$ cat config.mk
export PLATFORM = sky130hd
export DESIGN_NAME = kcm_cell
export DESIGN_NICKNAME = d
export VERILOG_FILES = /design/src/sv/keyed_count_merge_top_k_unit_macros.svh /design/src/sv/kcm_pkg.sv /design/src/sv/kcm_cell.sv
export SDC_FILE = /design/constraint.sdc
export NUM_CORES = 1
export LEC_CHECK = 0
export BUFFER_PORTS_ARGS = -buffer_cell sky130_fd_sc_hd__buf_4
export CORE_ASPECT_RATIO = 1.25
export CORE_MARGIN = 2
export CORE_UTILIZATION = 35
export DETAILED_ROUTE_END_ITERATION = 8
export GPL_TIMING_DRIVEN = 0
export PLACE_DENSITY_LB_ADDON = 0.15
export SETUP_SLACK_MARGIN = 0.4
export SYNTH_ARGS = -nofsm -noshare
export SYNTH_HDL_FRONTEND = slang
export SYNTH_SLANG_ARGS = --single-unit
$ cat constraint.sdc
create_clock -name clk -period 15.8 [get_ports clk]
set_input_delay 2.37 -clock clk [delete_from_list [all_inputs] [get_ports clk]]
set_output_delay 2.37 -clock clk [all_outputs]
set_load 0.1 [all_outputs]
$ cat src/sv/keyed_count_merge_top_k_unit_macros.svh
// assertion macros for the keyed count merge top-k unit
// included by the top level, no other dependencies
`ifndef KEYED_COUNT_MERGE_TOP_K_UNIT_MACROS_SVH
`define KEYED_COUNT_MERGE_TOP_K_UNIT_MACROS_SVH

// implication checked on every clock, quiet during reset
`define KCM_ASSERT_IMP(label, clk, rst_n, cond, prop, msg) \
    label: assert property (@(posedge clk) disable iff (!rst_n) (cond) |-> (prop)) \
        else $error(msg);

// next-cycle implication checked on every clock, quiet during reset
`define KCM_ASSERT_NXT(label, clk, rst_n, cond, prop, msg) \
    label: assert property (@(posedge clk) disable iff (!rst_n) (cond) |=> (prop)) \
        else $error(msg);

`endif

$ cat src/sv/kcm_pkg.sv
// shared types and constants for the keyed count merge top-k unit
// no dependencies
package kcm_pkg;

    localparam int KEY_W   = 32;
    localparam int COUNT_W = 40;
    localparam int RANK_W  = 4;

    localparam logic [COUNT_W-1:0] COUNT_MAX = {COUNT_W{1'b1}};

    typedef struct packed {
        logic [KEY_W-1:0]   key;
        logic               key_present;
        logic [COUNT_W-1:0] amount;
        logic               batch_end;
    } item_t;

    typedef struct packed {
        logic [RANK_W-1:0]  rank;
        logic [KEY_W-1:0]   ranked_key;
        logic [COUNT_W-1:0] ranked_count;
        logic               final_rank;
    } result_t;

    typedef struct packed {
        logic [KEY_W-1:0]   key;
        logic [COUNT_W-1:0] count;
    } entry_t;

    typedef enum logic [1:0] {
        ST_IDLE,
        ST_SORT,
        ST_EMIT
    } state_t;

    typedef enum logic [1:0] {
        OP_HOLD,
        OP_MERGE,
        OP_SORT,
        OP_ROTATE
    } cell_op_t;

endpackage

$ cat src/sv/kcm_cell.sv
// one table cell: holds a key and its count, merges, swaps and shifts
// depends on kcm_pkg
module kcm_cell #(
    parameter int IDX   = 0,
    parameter int CNT_W = 9
) (
    input  logic                          clk,
    input  kcm_pkg::cell_op_t             op,
    input  logic                          phase,
    input  logic [CNT_W-1:0]              total,
    input  logic [kcm_pkg::KEY_W-1:0]     key_in,
    input  logic [kcm_pkg::COUNT_W-1:0]   amount_in,
    input  logic                          found,
    input  kcm_pkg::entry_t               left,
    input  kcm_pkg::entry_t               right,
    output kcm_pkg::entry_t               entry,
    output logic                          match
);

    localparam logic             ODD     = 1'((IDX % 2) != 0);
    localparam logic [CNT_W:0]   SELF_P1 = (CNT_W+1)'(IDX + 1);
    localparam logic [CNT_W:0]   SELF    = (CNT_W+1)'(IDX);

    kcm_pkg::entry_t entry_reg, entry_next;
    logic [kcm_pkg::COUNT_W:0] sum;
    logic in_use, pair_left, pair_right, swap_right, swap_left, append_here;

    assign entry = entry_reg;

    // membership and key match
    assign in_use = SELF < {1'b0, total};
    assign match  = in_use && (entry_reg.key == key_in);
    assign append_here = (SELF == {1'b0, total}) && !found;

    // saturating accumulate
    assign sum = {1'b0, entry_reg.count} + {1'b0, amount_in};

    // odd-even transposition pairing, swap only past strictly smaller counts
    assign pair_left  = (ODD == phase) && (SELF_P1 < {1'b0, total});
    assign pair_right = (ODD != phase) && (SELF != '0) && in_use;
    assign swap_right = pair_left && (entry_reg.count < right.count);
    assign swap_left  = pair_right && (left.count < entry_reg.count);

    // next entry
    always_comb
    begin
        entry_next = entry_reg;
        case (op)
            kcm_pkg::OP_MERGE:
            begin
                if (match)
                begin
                    entry_next.count = sum[kcm_pkg::COUNT_W]
                        ? kcm_pkg::COUNT_MAX : sum[kcm_pkg::COUNT_W-1:0];
                end
                else if (append_here)
                begin
                    entry_next.key   = key_in;
                    entry_next.count = amount_in;
                end
            end
            kcm_pkg::OP_SORT:
            begin
                if (swap_right)
                    entry_next = right;
                else if (swap_left)
                    entry_next = left;
            end
            kcm_pkg::OP_ROTATE:
                entry_next = right;
            default:
                entry_next = entry_reg;
        endcase
    end

    // entry storage
    always_ff @(posedge clk)
    begin
        entry_reg <= entry_next;
    end

endmodule

==> run summary <==
Fin Hold WS: 0.828 ns
Die Area: 21,900 µm²
Largest net degree at the start of global routing: 16
Crit Path Category: in2out
Vias in the first global route: 7,110
Crit. Startpoint: key_in[16]
Reg2Reg Depth: 11
Hold_buf cts: 0
Leakage: 4.39 nW
Multi-input logic area: 4750 µm²
Post-cts repair resize count: 0
Ys flop type: edfxtp_1
IO Count: 303
Yosys reg bits: 72
Async SR Flop Fraction: 0%
CTS H-Tree Depth: 3
CP max FO: 10
Max FFs per register: 72
GRT Residual Overflow: 0
Total track usage: 21.7%
RSZ-0062 raised after global routing: no
Reg2reg start: entry[0]
Post-route cell area: 9710 µm²
Vias per cell: 5.29
Critical path endpoint category: output port
CTS Sinks: 72
Pwr per Cell Area: 83.8 nW/µm²
Tmin final: 7.45 ns
Yosys synthesis warning count: 0
Layout area overhead: 34.0%
Number of buffers created by CTS: 9
First-pass GRT wire length: 37.1 mm
Via Count: 7,089
PortBufs: 229
Mean area per synthesized cell: 8.85 µm²
Maximum VDD drop: 51.6 µV
Max-slew violation count: 0
Post-Syn Nets: 1,129
Post-detail-place hpwl: 19.9 mm
Seq/Total Area, Yosys: 29.8%
CTS max path bufs: 2
Drt wl/cell: 18.0 µm
Dpl cell area: 9390 µm²
R2R Path End: entry[23]
Fmax: 134 MHz
DRC: 0
Filler cell count: 2,026
Initial antenna violation count: 0
Synthesized instance count: 819
Yosys cell types: 69
EDFF count, synth: 72
Post-CTS Setup Inserts: 0
Clk_skew: 0.00880 ns
Row count: 58
Clk slew on worst S/H paths: 0.07 ns
Storage cell area: 2160 µm²
GP Congestion: 0.893
Fin nets: 1,376
Max-slew headroom: 48.3%
Worst path arrival time: 5.08 ns
First drt pass iteration count: 5
Tightest Pin Transition: 0.775 ns
Final Hold Viols: 0
Period utilization: 47.2%
Worst EP required: 13.43 ns
Final setup violation count: 0
Width of the die: 133 µm
Core Box Area: 20,200 µm²
Setup WS pre-CTS: 8.30 ns
Routed WL: 24.1 mm
Worst hold-check path type: reg2reg
Critical Path End: match
Root buffer cell: clkbuf_16
Flop-to-flop setup slack: 12.01 ns
1st-iter DRT viols: 341
MaxCap Viol Count: 0
Diode count: 0
Final ANT Viol Nets: 0
Fin Setup TNS: 0 ns
Share of post-route cells with drive strength above 1: 29.1%
Initial Util: 35.8%
Startpoint Class: input pin
Setup WS post-layout: 8.35 ns
Mapped Area: 7240 µm²
Die H: 165 µm
CTS tree: yes
Skew-Pair Late Insertion Delay: 0.35 ns
Outcome: finished clean
==> worst min path at each step <==
stage | cells past startpoint | slack [ns] | start | endpoint
floorplan | 3 | 1.46 | entry[0] | entry[0]
global placement | 3 | 0.84 | entry[0] | entry[0]
detailed placement | 3 | 0.83 | entry[0] | entry[0]
CTS | 3 | 0.85 | entry[0] | entry[0]
global route | 3 | 0.89 | entry[0] | entry[0]
finish | 3 | 0.83 | entry[0] | entry[0]
==> power by group <==
| part | total [W] | internal (W) | switching, W | leakage, nW |
|---|---|---|---|---|
| Combinational | 0.000348 | 0.000125 | 0.000222 | 3.54 |
| Sequential | 0.000241 | 0.000229 | 0.0000117 | 0.697 |
| Clock | 0.000225 | 0.000126 | 0.0000990 | 0.150 |
==> cells in the final DEF (no fill, tap or decap), drive strengths merged, types with 8 or more instances in the layout <==
| cell | synthesis | routed |
|---|---|---|
| a211oi | 8 | 8 |
| a21o | 33 | 33 |
| a21oi | 65 | 65 |
| a22o | 8 | 8 |
| a31oi | 10 | 10 |
| and3 | 8 | 8 |
| buf | 11 | 247 |
| clkbuf | 24 | 33 |
| edfxtp | 72 | 72 |
| ha | 79 | 79 |
| inv | 51 | 55 |
| mux2 | 32 | 32 |
| nand2 | 63 | 63 |
| nand4 | 17 | 17 |
| nor2 | 92 | 92 |
| nor2b | 9 | 9 |
| nor3 | 9 | 9 |
| nor4 | 10 | 10 |
| o21ai | 28 | 28 |
| o31ai | 33 | 33 |
| xnor2 | 29 | 29 |
| xor2 | 33 | 33 |
==> layer usage <==
layer | wire length (µm) | track usage, % | vias up
met3 | 1500 | 4.70 | 28
met2 | 12100 | 39.8 | 256
met4 | 466 | 5.91 | 0
met5 | 0 | 0 | -
met1 | 10000 | 25.4 | 3257
li1 | - | - | 3548
==> synth_stat cells, types with 4 or more instances <==
| library cell | n | area [µm²] |
|---|---|---|
| inv_1 | 51 | 191 |
| ha_1 | 79 | 988 |
| nor2b_1 | 9 | 56.3 |
| nand4_1 | 17 | 106 |
| a21oi_1 | 63 | 315 |
| and2_1 | 5 | 31.3 |
| buf_2 | 8 | 40.0 |
| and3_1 | 8 | 50.1 |
| a31oi_1 | 10 | 62.6 |
| o21bai_1 | 4 | 30.0 |
| clkbuf_1 | 23 | 86.3 |
| a21o_1 | 33 | 248 |
| xnor2_1 | 29 | 254 |
| o211ai_1 | 6 | 45.0 |
| and4_1 | 5 | 43.8 |
| a311oi_1 | 4 | 35.0 |
| nor3_1 | 9 | 45.0 |
| or3_1 | 4 | 25.0 |
| or2_2 | 5 | 31.3 |
| a22o_1 | 8 | 70.1 |
| o21ai_0 | 28 | 140 |
| nand3_1 | 6 | 30.0 |
| nor4_1 | 10 | 62.6 |
| a211oi_1 | 8 | 60.1 |
| mux2_2 | 32 | 360 |
| nor2_1 | 91 | 342 |
| xor2_1 | 33 | 289 |
| o31ai_1 | 33 | 248 |
| nand2_1 | 63 | 236 |
| a211o_1 | 5 | 43.8 |
| edfxtp_1 | 72 | 2160 |
| o21a_1 | 7 | 52.6 |
==> through the flow <==
| stage | utilization [%] | instances | power [W] |
|---|---|---|---|
| 4_1_cts | 47.9 | 1341 | 0.000819 |
| 3_5_place_dp | 46.4 | 1325 | 0.000592 |
| 3_3_place_gp | 45.9 | 1318 | 0.000589 |
| 2_1_floorplan | - | 819 | 0.000490 |
| 5_1_grt | 47.9 | 1341 | 0.000856 |
| 6_report | 47.9 | 1341 | 0.000814 |
==> area by class of cell <==
| type | instances | area share [%] |
|---|---|---|
| Buffer | 35 | 1.59 |
| Clock buffer | 9 | 2.32 |
| Clock inverter | 7 | 0.890 |
| Inverter | 51 | 1.97 |
| Multi-Input combinational cell | 661 | 48.9 |
| Sequential cell | 72 | 22.3 |
| Tap cell | 270 | 3.48 |
| Timing Repair Buffer | 236 | 18.6 |
==> logic make-up (layout without fill, tap and decap cells) <==
| group | count (synthesis) | after routing | share of synthesized area, % |
|---|---|---|---|
| buf+inv | 86 | 338 | 4.77 |
| mux | 33 | 33 | 5.11 |
| fa+ha+maj | 80 | 80 | 13.9 |
| compound gates | 238 | 238 | 22.3 |
| simple gates | 248 | 248 | 16.6 |
| xor+xnor | 62 | 62 | 7.50 |
| flops | 72 | 72 | 29.8 |
==> critical path, cell delays in order <==
cell and delay (ns):
buf_4 0.12, xor2_1 0.15, nor4_1 0.59, nand3_1 0.19, and3b_1 0.24, clkbuf_1 0.47
clkbuf_1 0.54, buf_4 0.40
(Power assumes the default switching activity.)
